### src/offset_trace_bitflip_correction_sums_assert.svh
// Assertion macros shared by the offset-trace correction sums design.
`ifndef OFFSET_TRACE_BITFLIP_CORRECTION_SUMS_ASSERT_SVH
`define OFFSET_TRACE_BITFLIP_CORRECTION_SUMS_ASSERT_SVH

// The consequent must hold in the same cycle as the antecedent.
`define OTBCS_ASSERT_NOW(label, ante, cons) \
    label: assert property (@(posedge clk) disable iff (!rst_n) (ante) |-> (cons)) \
        else $error("same-cycle check failed");

// The consequent must hold in the cycle after the antecedent.
`define OTBCS_ASSERT_NEXT(label, ante, cons) \
    label: assert property (@(posedge clk) disable iff (!rst_n) (ante) |=> (cons)) \
        else $error("next-cycle check failed");

`endif

### src/otbcs_pkg.sv
// Package with the types, constants and saturation helpers of the correction sums block.
`timescale 1ns / 1ps

package otbcs_pkg;

    localparam int MAX_QUBITS = 10;
    localparam int ROW_BITS   = 12;
    localparam int OFFSET_W   = 12;
    localparam int QCOUNT_W   = 4;
    localparam int QW         = $clog2(MAX_QUBITS + 1);
    localparam int SUM_W      = ((MAX_QUBITS > OFFSET_W) ? MAX_QUBITS : OFFSET_W) + 1;
    localparam int DW         = (ROW_BITS > SUM_W) ? ROW_BITS : SUM_W;
    localparam int ELEM_W     = 32;
    localparam int ACC_W      = 48;
    localparam int OUT_W      = 40;
    localparam int FRAC_BITS  = 30;

    localparam int CFG_INDEX_W = 4;
    localparam int CFG_DATA_W  = 12;

    localparam logic [CFG_INDEX_W-1:0] REG_QUBIT_COUNT = CFG_INDEX_W'(0);
    localparam logic [CFG_INDEX_W-1:0] REG_ROW_OFFSET  = CFG_INDEX_W'(1);

    localparam logic signed [ACC_W:0] ONE_Q30 = (ACC_W + 1)'(1) << FRAC_BITS;

    typedef struct packed {
        logic [ROW_BITS-1:0]          row_index;
        logic [MAX_QUBITS-1:0]        col_index;
        logic signed [ELEM_W-1:0]     element_real;
        logic                         last_element;
    } item_t;

    typedef struct packed {
        logic signed [OUT_W-1:0] cost_value;
        logic signed [OUT_W-1:0] first_correction;
        logic signed [OUT_W-1:0] second_correction;
    } result_t;

    typedef struct packed {
        logic hit_diag;
        logic hit_one;
        logic hit_two;
    } hit_t;

    function automatic logic signed [ACC_W-1:0] sat_acc(input logic signed [ACC_W:0] v);
        logic signed [ACC_W-1:0] r;
        if (v[ACC_W] == v[ACC_W-1]) begin
            r = v[ACC_W-1:0];
        end else begin
            r = {v[ACC_W], {(ACC_W-1){~v[ACC_W]}}};
        end
        return r;
    endfunction

    function automatic logic signed [OUT_W-1:0] sat_out(input logic signed [ACC_W:0] v);
        logic signed [OUT_W-1:0] r;
        if (v[ACC_W:OUT_W-1] == {(ACC_W-OUT_W+2){v[ACC_W]}}) begin
            r = v[OUT_W-1:0];
        end else begin
            r = {v[ACC_W], {(OUT_W-1){~v[ACC_W]}}};
        end
        return r;
    endfunction

endpackage

### src/otbcs_classify.sv
// Classifier that sorts one matrix element into the diagonal or a bit-flip class, if any.
`timescale 1ns / 1ps

module otbcs_classify (
    input  logic [otbcs_pkg::ROW_BITS-1:0]   row_index,
    input  logic [otbcs_pkg::MAX_QUBITS-1:0] col_index,
    input  logic [otbcs_pkg::OFFSET_W-1:0]   row_offset,
    input  logic [otbcs_pkg::QW-1:0]         qubit_eff,
    output otbcs_pkg::hit_t                  hit
);

    logic [otbcs_pkg::SUM_W-1:0] col_sum;
    logic [otbcs_pkg::DW-1:0]    flip_mask;
    logic [otbcs_pkg::DW-1:0]    rest;
    logic [otbcs_pkg::DW-1:0]    rest2;
    logic                        col_ok;
    logic                        flip_small;

    assign col_sum    = otbcs_pkg::SUM_W'(col_index) + otbcs_pkg::SUM_W'(row_offset);
    assign flip_mask  = otbcs_pkg::DW'(row_index) ^ otbcs_pkg::DW'(col_sum);
    assign rest       = flip_mask & (flip_mask - otbcs_pkg::DW'(1));
    assign rest2      = rest & (rest - otbcs_pkg::DW'(1));
    assign col_ok     = ((col_index >> qubit_eff) == '0);
    assign flip_small = ((flip_mask >> qubit_eff) == '0);

    always_comb
    begin
        hit.hit_diag = col_ok && (flip_mask == '0);
        hit.hit_one  = col_ok && flip_small && (flip_mask != '0) && (rest == '0);
        hit.hit_two  = col_ok && flip_small && (rest != '0) && (rest2 == '0);
    end

endmodule

### src/offset_trace_bitflip_correction_sums.sv
// Top level of the offset-trace and bit-flip correction sums block.
// Matrix elements arrive on the item channel (item_valid, item_stall, item), one
// transfer per element, in any order. Each element is registered, classified against
// the shifted diagonal and added to at most one of three saturating 48-bit sums.
// An element with last_element set closes the matrix: the block hands one result on
// the result channel (result_valid, result_stall, result) with the cost value and the
// two correction terms, and all three sums start again from zero.
// One element is taken per clock cycle while item_stall is low (single accumulate stage).
// A last element passes from the input register into the final-sum register and then,
// through the shift and saturate logic, into the result register; stalls can hold it.
// When the receiver stalls, ordinary elements keep flowing into the sums; item_stall
// rises only when a last element finds both the final-sum stage and the result
// register occupied.
// The cfg port (cfg_valid, cfg_ready, cfg_index, cfg_data) writes qubit_count at index
// zero and row_offset at index one; cfg_ready is always high and other indices are
// ignored. The user must write configuration only while the block is idle; unchecked.
// Reset clears the sums and the pipeline, sets qubit_count to one and row_offset to zero.
`timescale 1ns / 1ps

module offset_trace_bitflip_correction_sums (
    input  logic                                  clk,
    input  logic                                  rst_n,
    input  logic                                  item_valid,
    output logic                                  item_stall,
    input  otbcs_pkg::item_t                      item,
    output logic                                  result_valid,
    input  logic                                  result_stall,
    output otbcs_pkg::result_t                    result,
    input  logic                                  cfg_valid,
    output logic                                  cfg_ready,
    input  logic [otbcs_pkg::CFG_INDEX_W-1:0]     cfg_index,
    input  logic [otbcs_pkg::CFG_DATA_W-1:0]      cfg_data
);

`include "offset_trace_bitflip_correction_sums_assert.svh"

    logic [otbcs_pkg::QCOUNT_W-1:0]  qubit_count_reg;
    logic [otbcs_pkg::OFFSET_W-1:0]  row_offset_reg;
    logic [otbcs_pkg::QW-1:0]        qubit_eff;

    otbcs_pkg::item_t                s1_reg;
    logic                            s1_valid_reg;
    otbcs_pkg::hit_t                 hit;

    logic signed [otbcs_pkg::ACC_W-1:0] diag_acc_reg;
    logic signed [otbcs_pkg::ACC_W-1:0] one_acc_reg;
    logic signed [otbcs_pkg::ACC_W-1:0] two_acc_reg;
    logic signed [otbcs_pkg::ACC_W-1:0] diag_acc_next;
    logic signed [otbcs_pkg::ACC_W-1:0] one_acc_next;
    logic signed [otbcs_pkg::ACC_W-1:0] two_acc_next;
    logic signed [otbcs_pkg::ACC_W:0]   elem_ext;

    logic signed [otbcs_pkg::ACC_W-1:0] fin_diag_reg;
    logic signed [otbcs_pkg::ACC_W-1:0] fin_one_reg;
    logic signed [otbcs_pkg::ACC_W-1:0] fin_two_reg;
    logic                               fin_valid_reg;

    logic signed [otbcs_pkg::ACC_W-1:0] diag_shift;
    logic signed [otbcs_pkg::ACC_W-1:0] one_shift;
    logic signed [otbcs_pkg::ACC_W-1:0] two_shift;
    otbcs_pkg::result_t                 result_next;
    otbcs_pkg::result_t                 result_reg;
    logic                               result_valid_reg;

    logic out_free;
    logic fin_move;
    logic fin_free;
    logic s1_go;
    logic s1_last_go;
    logic item_take;

    // Configuration registers.
    assign cfg_ready = 1'b1;

    always_ff @(posedge clk or negedge rst_n)
    begin
        if (!rst_n) begin
            qubit_count_reg <= otbcs_pkg::QCOUNT_W'(1);
            row_offset_reg  <= '0;
        end else if (cfg_valid && cfg_ready) begin
            unique case (cfg_index)
                otbcs_pkg::REG_QUBIT_COUNT: qubit_count_reg <= cfg_data[otbcs_pkg::QCOUNT_W-1:0];
                otbcs_pkg::REG_ROW_OFFSET:  row_offset_reg  <= cfg_data[otbcs_pkg::OFFSET_W-1:0];
                default: ;
            endcase
        end
    end

    // A qubit count of zero acts as one, and a count above the maximum acts as the maximum.
    always_comb
    begin
        priority if (qubit_count_reg == '0) begin
            qubit_eff = otbcs_pkg::QW'(1);
        end else if (32'(qubit_count_reg) > otbcs_pkg::MAX_QUBITS) begin
            qubit_eff = otbcs_pkg::QW'(otbcs_pkg::MAX_QUBITS);
        end else begin
            qubit_eff = otbcs_pkg::QW'(qubit_count_reg);
        end
    end

    // Flow control: only a last element needs room further down the pipeline.
    assign out_free   = !result_valid_reg || !result_stall;
    assign fin_move   = fin_valid_reg && out_free;
    assign fin_free   = !fin_valid_reg || out_free;
    assign s1_go      = s1_valid_reg && (!s1_reg.last_element || fin_free);
    assign s1_last_go = s1_go && s1_reg.last_element;
    assign item_stall = s1_valid_reg && !s1_go;
    assign item_take  = item_valid && !item_stall;

    always_ff @(posedge clk or negedge rst_n)
    begin
        if (!rst_n) begin
            s1_valid_reg <= 1'b0;
        end else if (item_take) begin
            s1_valid_reg <= 1'b1;
        end else if (s1_go) begin
            s1_valid_reg <= 1'b0;
        end
    end

    always_ff @(posedge clk)
    begin
        if (item_take) begin
            s1_reg <= item;
        end
    end

    otbcs_classify u_classify (
        .row_index  (s1_reg.row_index),
        .col_index  (s1_reg.col_index),
        .row_offset (row_offset_reg),
        .qubit_eff  (qubit_eff),
        .hit        (hit)
    );

    assign elem_ext = (otbcs_pkg::ACC_W + 1)'(s1_reg.element_real);

    always_comb
    begin
        diag_acc_next = diag_acc_reg;
        one_acc_next  = one_acc_reg;
        two_acc_next  = two_acc_reg;
        if (hit.hit_diag) begin
            diag_acc_next = otbcs_pkg::sat_acc((otbcs_pkg::ACC_W + 1)'(diag_acc_reg) + elem_ext);
        end
        if (hit.hit_one) begin
            one_acc_next = otbcs_pkg::sat_acc((otbcs_pkg::ACC_W + 1)'(one_acc_reg) + elem_ext);
        end
        if (hit.hit_two) begin
            two_acc_next = otbcs_pkg::sat_acc((otbcs_pkg::ACC_W + 1)'(two_acc_reg) + elem_ext);
        end
    end

    always_ff @(posedge clk or negedge rst_n)
    begin
        if (!rst_n) begin
            diag_acc_reg <= '0;
            one_acc_reg  <= '0;
            two_acc_reg  <= '0;
        end else if (s1_last_go) begin
            diag_acc_reg <= '0;
            one_acc_reg  <= '0;
            two_acc_reg  <= '0;
        end else if (s1_go) begin
            diag_acc_reg <= diag_acc_next;
            one_acc_reg  <= one_acc_next;
            two_acc_reg  <= two_acc_next;
        end
    end

    // Final sums of a closed matrix wait here for the result register.
    always_ff @(posedge clk or negedge rst_n)
    begin
        if (!rst_n) begin
            fin_valid_reg <= 1'b0;
        end else if (s1_last_go) begin
            fin_valid_reg <= 1'b1;
        end else if (fin_move) begin
            fin_valid_reg <= 1'b0;
        end
    end

    always_ff @(posedge clk)
    begin
        if (s1_last_go) begin
            fin_diag_reg <= diag_acc_next;
            fin_one_reg  <= one_acc_next;
            fin_two_reg  <= two_acc_next;
        end
    end

    // Division by the column count is an arithmetic shift, rounding toward minus infinity.
    assign diag_shift = fin_diag_reg >>> qubit_eff;
    assign one_shift  = fin_one_reg >>> qubit_eff;
    assign two_shift  = fin_two_reg >>> qubit_eff;

    always_comb
    begin
        result_next.cost_value = otbcs_pkg::sat_out(
            otbcs_pkg::ONE_Q30 - (otbcs_pkg::ACC_W + 1)'(diag_shift));
        result_next.first_correction  = otbcs_pkg::sat_out((otbcs_pkg::ACC_W + 1)'(one_shift));
        result_next.second_correction = otbcs_pkg::sat_out((otbcs_pkg::ACC_W + 1)'(two_shift));
    end

    always_ff @(posedge clk or negedge rst_n)
    begin
        if (!rst_n) begin
            result_valid_reg <= 1'b0;
        end else if (fin_move) begin
            result_valid_reg <= 1'b1;
        end else if (!result_stall) begin
            result_valid_reg <= 1'b0;
        end
    end

    always_ff @(posedge clk)
    begin
        if (fin_move) begin
            result_reg <= result_next;
        end
    end

    assign result_valid = result_valid_reg;
    assign result       = result_reg;

    `OTBCS_ASSERT_NEXT(a_last_fills_final, s1_last_go, fin_valid_reg)
    `OTBCS_ASSERT_NEXT(a_last_clears_sums, s1_last_go,
        (diag_acc_reg == '0) && (one_acc_reg == '0) && (two_acc_reg == '0))
    `OTBCS_ASSERT_NOW(a_stall_only_on_full, item_stall,
        s1_valid_reg && s1_reg.last_element && fin_valid_reg && result_valid_reg)
    `OTBCS_ASSERT_NEXT(a_final_reaches_result, fin_move, result_valid_reg)

endmodule
### config.mk
export PLATFORM = sky130hd
export DESIGN_NAME = offset_trace_bitflip_correction_sums
export DESIGN_NICKNAME = d
export VERILOG_FILES = /design/src/otbcs_pkg.sv /design/src/otbcs_classify.sv /design/src/offset_trace_bitflip_correction_sums.sv
export VERILOG_INCLUDE_DIRS = /design/src /design/src/src
export SDC_FILE = /design/constraint.sdc
export NUM_CORES = 1
export LEC_CHECK = 0
export BUFFER_PORTS_ARGS = -buffer_cell sky130_fd_sc_hd__buf_2
export CAP_MARGIN = 10
export CORE_UTILIZATION = 35
export DETAILED_ROUTE_END_ITERATION = 8
export GPL_ROUTABILITY_DRIVEN = 0
export HOLD_SLACK_MARGIN = 0.08
export MAX_ROUTING_LAYER = met4
export PLACE_DENSITY_LB_ADDON = 0.12
export SLEW_MARGIN = 20
export SYNTH_ARGS = -nofsm -noshare
export SYNTH_HDL_FRONTEND = slang
export SYNTH_HIERARCHICAL = 1
export SYNTH_SLANG_ARGS = --single-unit
### constraint.sdc
create_clock -name clk -period 12.72 [get_ports clk]
set_input_delay 2.544 -clock clk [delete_from_list [all_inputs] [get_ports clk]]
set_output_delay 2.544 -clock clk [all_outputs]
set_load 0.005 [all_outputs]
# Word level (Yosys, flattened, before mapping)
# Cells that the tools add are included.
dict set report totals {
  ff_bits 482
  out_inout_bits 123
  word_cells 105
}
dict set report classes {
  addsub 7
  magnitude_cmp 1
  n_eq_ne 8
  shifts 5
  muxes 23
  n_bitwise 9
  n_reduce_logical 34
}
# operator count
set op_table {}
lappend op_table {{48-bit two-way mux} 12}
lappend op_table {{48-bit by 32-bit adder with 49-bit output} 3}
lappend op_table {{48-bit by 4-bit >>> shifter with 48-bit output} 3}
lappend op_table {{40-bit two-way mux} 3}
lappend op_table {{13-bit logical NOT} 4}
lappend op_table {{32-bit by 48-bit subtractor with 49-bit output, first input constant} 1}
lappend op_table {{13-bit bitwise AND} 2}
lappend op_table {{13-bit nonzero test} 2}
lappend op_table {{13-bit by 1-bit subtractor with 13-bit output, second input constant} 2}
lappend op_table {{8-bit equality test} 2}
lappend op_table {{10-bit by 12-bit adder with 13-bit output} 1}
lappend op_table {{13-bit by 4-bit >> shifter with 13-bit output} 1}
lappend op_table {{12-bit by 13-bit bitwise XOR with 13-bit output} 1}
lappend op_table {{1-bit logical AND} 11}
lappend op_table {{10-bit logical NOT} 1}
lappend op_table {{10-bit by 4-bit >> shifter with 10-bit output} 1}
lappend op_table {{9-bit equality test} 1}
lappend op_table {{4-bit logical NOT} 2}
lappend op_table {{4-bit two-way mux} 2}
lappend op_table {{1-bit logical NOT} 6}
lappend op_table {{1-bit two-way mux} 6}
lappend op_table {{1-bit NOT} 6}
lappend op_table {{2-bit nonzero test} 3}
lappend op_table {{4-bit by 1-bit equality test with 1-bit output, second input constant} 1}
lappend op_table {{other kinds (5)} 10}

# Depth between registers and ports, before layout
# Gate-level depths: netlist of the first run.
dict set report depth {
  ltp_word 11
  ltp_mapped 25
}

# By module
# The synthesis of the first run kept the hierarchy.
# module n_inst cells_each area_each_um2 seq_area_each_um2
set modules_own_cells {}
lappend modules_own_cells {offset_trace_bitflip_correction_sums 1 3652 34242.8 13629.3}
lappend modules_own_cells {otbcs_classify 1 171 1261.2 0.0}

# Least setup slack after synthesis of the first run
# No wires, ideal clock.
dict set report synth_timing {
  path_kind {input to register}
  from {input port result_stall}
  to {register result_reg (netlist bit result[0]), enable pin}
  setup_time_ns 0.781
  arrival_time_ns 11.224
  t_required_ns 11.939
  setup_slack_ns 0.716
  cell_stages 1
  n_path_buf 0
  cell_sequence {a21boi_0}
}
dict set report synth_between {
  elab_chain_cells 3
}
# item line_no
set synth_lines {}
lappend synth_lines {{start, declared} offset_trace_bitflip_correction_sums.sv:27} ;# input logic result_stall,
lappend synth_lines {{1-bit logical NOT} --}
lappend synth_lines {{1-bit logical OR} offset_trace_bitflip_correction_sums.sv:102} ;# assign out_free = !result_valid_reg || !result_stall;
lappend synth_lines {{1-bit logical AND} offset_trace_bitflip_correction_sums.sv:103} ;# assign fin_move = fin_valid_reg && out_free;
lappend synth_lines {{end signal, assigned} offset_trace_bitflip_correction_sums.sv:219} ;# result_reg <= result_next;
lappend synth_lines {{end, declared} offset_trace_bitflip_correction_sums.sv:62} ;# otbcs_pkg::result_t result_reg;
# Every way passes these cells.
# A chain may end at the register's enable or synchronous reset.

==> results.sh, run 1 <==
export IMPL_status="complete, no violations"
export IMPL_rsz0062_at_grt="no"
export IMPL_peakVddDrop_mv=0.126
export IMPL_clkSinkCount=481
export IMPL_die_height_um=320
export IMPL_fin_skew_ns=0.0234
export IMPL_cts_resized=0
export IMPL_grt_max_degree=92
export IMPL_critPathKind="register to register"
export IMPL_synth_main_ff_cell="edfxtp_1"
export IMPL_syn_cell_area_sq_um=35500
export IMPL_slew_headroom=0.256
export IMPL_die_w_um=320
export IMPL_seq_area_frac_synth=0.384
export IMPL_vias_per_cell=5.76
export IMPL_setup_viol=0
export IMPL_fin_crit_sh=0.540
export IMPL_routed_via_count=30518
export IMPL_hp_class="register to register"
export IMPL_hold_buffers=0
export IMPL_cp_start_kind="register"
export IMPL_end_kind="register"
export IMPL_wire_per_inst_um=23.9
export IMPL_syn_nets=4058
export IMPL_synthTopCellsByCount="a21oi_1, o21ai_0, edfxtp_1"
export IMPL_io_buffers=197
export IMPL_finalMaxSlewViolations=0
export IMPL_fin_nets=4123
export IMPL_synth_cells=3823
export IMPL_first_global_vias=28456
export IMPL_synthTopCellsByArea="edfxtp_1, dfrtp_1, mux2i_1"
export IMPL_yosysTopAreaCellShare=0.269
export IMPL_hold_ws_ns=0.504
export IMPL_finalHoldViolations=0
export IMPL_antenna_found_initial=3
export IMPL_postCtsSetupBuffers=0
export IMPL_total_power_uw=5870
export IMPL_async_reset_ff_frac=0.339
export IMPL_ios=199
export IMPL_p_per_area_nw_per_um2=148
export IMPL_dieArea_sq_um=103000
export IMPL_dr_pass1_iters=6
export IMPL_detail_route_antenna_nets=0
export IMPL_core_area_sq_um=100000
export IMPL_cts_htree_levels=2
export IMPL_overflow=0
export IMPL_avgSynthCellArea_sq_um=9.29
export IMPL_fmax_mhz=146
export IMPL_numCtsBuffers=57
export IMPL_finalSetupTns_ns=0
export IMPL_required_ns=13.30
export IMPL_synth_top_cell_by_area="edfxtp_1"
export IMPL_cts_buffer_depth=3
export IMPL_crit_arrival_ns=7.45
export IMPL_cts_tree="yes"
export IMPL_routed_wl_um=126000
export IMPL_hpwl_um=93400
export IMPL_drtIter0Drc=3118
export IMPL_yosys_warnings=6
export IMPL_leakage_uw=0.0168
export IMPL_fp_row_count=116
export IMPL_largest_register_ffs=120
export IMPL_initial_utilization=0.354
export IMPL_area_growth_pct=11.5
export IMPL_synth_seq_cells=481
export IMPL_drc=0
export IMPL_drive_gt1_frac=0.127
export IMPL_cp_max_fo=71
export IMPL_drv_cap=0
export IMPL_clk_latency_ns=0.67
export IMPL_clk_pin_slew_worst_paths_ns=0.06
export IMPL_grt_usage=0.249
export IMPL_layout_min_cycle_time_ns=6.87
export IMPL_yosysMostFrequentCell="a21oi_1"
export IMPL_cts_root_buf="clkbuf_16"
export IMPL_synth_edff_count=318
export IMPL_grt_pass1_wl_um=189000
export IMPL_synth_cell_types=124
export IMPL_worst_slew_pin_slew_ns=1.10
## per-layer routing
metal / wire, um / part of all wire / GRT usage
met4: 2050 / 0.016 / 0.0452
met5: 0 / 0 / -
met3: 9500 / 0.075 / 0.0377
met1: 62200 / 0.49 / 0.378
met2: 52600 / 0.42 / 0.345
## layout make-up
cell class,count,area (sq um)
antenna,1,2.50
inverter,144,548
clock buffer,65,1510
sequential,481,13600
clock inverter,43,520
fill,10103,60700
timing repair buffer,249,1390
multi-input combinational,2955,20300
tap,1357,1700
## layout by cell type (no fill, tap or decap), types with 43 or more instances in the layout
master     instances
a21oi_1          359
o21ai_0          357
edfxtp_1         318
nand2_1          304
mux2i_1          282
nor2_1           276
buf_2            196
dfrtp_1          159
ha_1             155
inv_1            139
a21o_1           125
xnor2_1          107
xor2_1            74
o22ai_1           59
clkbuf_16         58
nand3_1           52
buf_4             52
o211ai_1          47
mux2_2            43
## power by group
group          total (uW)  internal, uW  switching [uW]  leakage (uW)
combinational        2150           769            1380        0.0106
clock                1780          1060             723      0.000975
sequential           1930          1810             120       0.00529
## through the flow
| step | area, sq um | util | cells | worst slack [ns] |
|---|---|---|---|---|
| global route | 39600 | 0.395 | 5295 | 5.29 |
| finish | 39600 | 0.395 | 5295 | 5.85 |
| global placement | 37500 | 0.374 | 5186 | 5.96 |
| floorplan | 35500 | - | 3823 | 0.716 |
| CTS | 39600 | 0.395 | 5294 | 5.93 |
| detailed placement | 37600 | 0.374 | 5186 | 5.94 |
## logic make-up after synthesis
group                    count (synthesis)  share of synthesized area
AND/OR/NAND/NOR                        931                      0.126
other                                    1                   0.000106
XOR/XNOR                               183                     0.0458
buffers and inverters                  387                     0.0467
adder cells (fa/ha/maj)                169                     0.0597
multiplexers                           332                     0.0968
AO/OA/AOI/OAI                         1339                      0.241
flip-flops                             481                      0.384
## path summary, 6_finish.rpt
kind | from | end | slack (ns) | cells past startpoint
setup / recovery | qubit_count_reg[2]$_DFFE_PN0P_ | two_acc_reg[14]$_DFFE_PN0P_ | 5.85 | 20
hold / removal | fin_valid_reg$_DFFE_PN0P_ | result_valid$_DFFE_PN0P_ | 0.50 | 1
setup reg to reg | qubit_count_reg[2]$_DFFE_PN0P_ | two_acc_reg[14]$_DFFE_PN0P_ | 5.85 | 20
hold reg to reg | fin_valid_reg$_DFFE_PN0P_ | result_valid$_DFFE_PN0P_ | 0.50 | 1
max in group asynchronous | rst_n | diag_acc_reg[24]$_DFFE_PN0P_ | 9.40 | 2
min in group asynchronous | rst_n | two_acc_reg[36]$_DFFE_PN0P_ | 1.91 | 1
## worst max-delay path, cell delays in order, from the launching register on
cell      delay [ns]
dfrtp_2         0.81
buf_4           0.71
o21ai_1         0.22
a21oi_4         0.18
buf_4           0.44
inv_2           0.22
nor2_1          0.14
a21oi_1         0.05
o31ai_1         0.22
a21oi_1         0.15
a211oi_1        0.30
nand4b_1        0.14
o32ai_1         0.42
nand3_1         0.19
a211oi_4        0.23
buf_4           0.65
and3_1          0.45
nand2_1         0.37
nor2_1          0.56
a21oi_1         0.08
o22ai_1         0.17
No activity file was read; power rests on OpenSTA's default activity.
==> run 2: changes to the inputs <==
--- a/config.mk
+++ b/config.mk
@@ -6,6 +6,7 @@
 export SDC_FILE = /design/constraint.sdc
 export NUM_CORES = 1
 export LEC_CHECK = 0
+export ABC_AREA = 1
 export BUFFER_PORTS_ARGS = -buffer_cell sky130_fd_sc_hd__buf_2
 export CAP_MARGIN = 10
 export CORE_UTILIZATION = 35
==> constraint.sdc (replaced) <==
create_clock -name clk -period 6 [get_ports clk]
set_input_delay 1.2 -clock clk [delete_from_list [all_inputs] [get_ports clk]]
set_output_delay 1.2 -clock clk [all_outputs]
set_load 0.005 [all_outputs]
==> results.sh, run 2 <==
export IMPL_drtIter0Drc=3187
export IMPL_clk_latency_ns=0.68
export IMPL_synthTopCellsByArea="edfxtp_1, nand2_1, dfrtp_1"
export IMPL_hold_buffers=0
export IMPL_dr_pass1_iters=5
export IMPL_clk_pin_slew_worst_paths_ns=0.06
export IMPL_yosys_warnings=6
export IMPL_ios=199
export IMPL_clkSinkCount=482
export IMPL_area_growth_pct=11.8
export IMPL_first_global_vias=31811
export IMPL_drv_cap=0
export IMPL_holdPathStages=2
export IMPL_path_delay_family="buffers and inverters"
export IMPL_finalHoldViolations=0
export IMPL_grt_max_degree=146
export IMPL_reg2reg_depth=20
export IMPL_p_sw_frac=0.399
export IMPL_p_int_uw=7130
export IMPL_io_buffers=197
export IMPL_wire_per_inst_um=19.7
export IMPL_diodes=0
export IMPL_syn_nets=5256
export IMPL_synthTopCellsByCount="nand2_1, inv_1, o21ai_0"
export IMPL_crit_arrival_ns=5.38
export IMPL_final_cell_mix="nand2_1, inv_1, o21ai_0"
export IMPL_cp_max_fo=52
export IMPL_status="complete, no violations"
export IMPL_rsz0062_at_grt="no"
export IMPL_multi_input_area_sq_um=20100
export IMPL_slowest_delay_ns=0.68
export IMPL_critPathBufInv=7
export IMPL_leakage_uw=0.0192
export IMPL_vias_per_cell=5.25
export IMPL_hold_ws_ns=0.495
export IMPL_path_cells="buf_4, inv_2, nand2_2, nand2_4, nand2_8, inv_1, inv_1, nor2_1, nor2_1, o21bai_1, nand4_1, nand2_1, a21oi_1, nor3_2, clkinv_1, nor2_2, buf_4, nand2_1, o21ai_0, inv_1"
export IMPL_drive_gt1_frac=0.0920
export IMPL_die_height_um=325
export IMPL_fmax_mhz=202
export IMPL_p_seq_frac=0.332
export IMPL_final_area_sq_um=40700
export IMPL_worst_slew_pin_slew_ns=1.10
export IMPL_seq_area_frac_synth=0.375
export IMPL_place_area_sq_um=38800
export IMPL_antenna_found_initial=3
export IMPL_layout_commonest_cell="nand2_1"
export IMPL_cts_tree="yes"
export IMPL_fp_row_count=117
export IMPL_initial_utilization=0.355
export IMPL_cp_depth=20
export IMPL_layout_min_cycle_time_ns=4.96
export IMPL_cts_htree_levels=2
export IMPL_critPathKind="register to register"
export IMPL_finalMaxSlewViolations=0
export IMPL_dieArea_sq_um=105000
export IMPL_cpMostUsedCell="inv_1"
export IMPL_power_frac_clock=0.304
export IMPL_peakVddDrop_mv=0.213
export IMPL_fillers=10924
export IMPL_fin_crit_sh=0.827
export IMPL_slew_headroom=0.267
export IMPL_min_from="row_offset_reg[0]$_DFFE_PN0P_"
export IMPL_cp_startpoint="qubit_count_reg[2]$_DFFE_PN0P_"
export IMPL_detail_route_antenna_nets=0
export IMPL_drc=0
export IMPL_grt_usage=0.245
export IMPL_hp_class="register to register"
export IMPL_end_kind="register"
export IMPL_syn_cell_area_sq_um=36400
export IMPL_required_ns=6.42
export IMPL_routed_via_count=34290
export IMPL_cts_resized=0
export IMPL_p_per_area_nw_per_um2=292
export IMPL_largest_register_ffs=120
export IMPL_yosysMostFrequentCell="nand2_1"
export IMPL_fin_nets=5354
export IMPL_regArea_sq_um=13700
export IMPL_core_area_sq_um=102000
export IMPL_r2r_start="qubit_count_reg[2]$_DFFE_PN0P_"
export IMPL_synth_top_cell_by_area="edfxtp_1"
export IMPL_yosysTopAreaCellShare=0.263
export IMPL_hpwl_um=99700
export IMPL_p_comb_frac=0.364
export IMPL_numCtsBuffers=55
export IMPL_postCtsSetupBuffers=0
export IMPL_synth_seq_cells=482
export IMPL_avgSynthCellArea_sq_um=7.25
export IMPL_p_sw_uw=4740
export IMPL_setup_viol=0
export IMPL_cp_slowest_cell="nor3_2"
export IMPL_overflow=0
export IMPL_fin_skew_ns=0.0308
export IMPL_async_reset_ff_frac=0.338
export IMPL_grt_pass1_wl_um=196000
export IMPL_finalSetupTns_ns=0
export IMPL_synth_cells=5021
export IMPL_synth_cell_types=59
export IMPL_synth_edff_count=319
export IMPL_routed_wl_um=129000
export IMPL_die_w_um=325
export IMPL_cts_buffer_depth=3
export IMPL_synth_main_ff_cell="edfxtp_1"
export IMPL_cp_start_kind="register"
export IMPL_cts_root_buf="clkbuf_16"
==> run 2: changes by cell type in the layout (fill, tap and decap cells not counted), sizes merged, moves of 43 or more <==
cell,previous run,this run
xor2,74,119
inv,146,497
nand2,305,1467
a21o,125,8
nor2,281,442
mux2i,282,45
nand4,24,67
nand3,52,345
a21oi,382,274
o21ai,380,474
==> run 2: layer usage <==
layer  track usage  part of all wire  wire length, um  up-vias
met1         0.372              0.51            65800    16040
met5             -                 0                0        -
met3        0.0299             0.061             7840      120
met4        0.0501             0.017             2190        0
li1              -                 -                -    17085
met2         0.343              0.41            52800     1045
==> run 2: kinds of logic (layout without fill, tap and decap cells) <==
family	Yosys count	after routing	synth area share
flops	482	482	0.375
fa+ha+maj	159	159	0.0555
xor+xnor	186	186	0.0447
mux	53	53	0.0148
buf+inv	710	853	0.0769
other cells	1	1	0.000103
compound gates	1018	1018	0.157
simple gates	2412	2412	0.276
==> run 2: through the flow <==
| stage | utilization | instances | total power, uW | setup slack, ns |
|---|---|---|---|---|
| finish | 0.397 | 6532 | 11900 | 1.04 |
| global route | 0.397 | 6532 | 12600 | 0.659 |
| CTS | 0.397 | 6532 | 11900 | 0.939 |
| detailed placement | 0.379 | 6430 | 8270 | 0.993 |
| global placement | 0.379 | 6430 | 8290 | 1.00 |
| floorplan | - | 5021 | 7020 | 1.08 |
==> run 2: layout make-up <==
class | count | area share
Timing Repair Buffer | 252 | 0.0364
Sequential cell | 482 | 0.336
Multi-Input combinational cell | 3829 | 0.493
Inverter | 499 | 0.0463
Clock buffer | 64 | 0.0354
Clock inverter | 38 | 0.0115
Tap cell | 1368 | 0.0420
==> run 2: worst paths after layout <==
| kind | to | slack (ns) |
|---|---|---|
| setup / recovery | fin_diag_reg[18]$_DFFE_PP_ | 1.04 |
| hold / removal | row_offset_reg[0]$_DFFE_PN0P_ | 0.50 |
| setup reg to reg | fin_diag_reg[18]$_DFFE_PP_ | 1.04 |
| hold reg to reg | row_offset_reg[0]$_DFFE_PN0P_ | 0.50 |
| max in group asynchronous | diag_acc_reg[38]$_DFFE_PN0P_ | 4.34 |
| min in group asynchronous | two_acc_reg[35]$_DFFE_PN0P_ | 0.56 |
==> run 2: tightest hold or removal path, cell delays in order, from the launching register on <==
cell	delay [ns]
dfrtp_1	0.35
nand2_1	0.05
o21ai_0	0.06
==> run 2: power by group through the flow <==
stage	sequential, uW	clock [uW]	combinational (uW)
after floorplan	3950	0	3070
after global placement	4010	0	4280
after detailed placement	4010	0	4260
after CTS	3940	3710	4270
after global routing	3950	3800	4810
final	3940	3610	4320
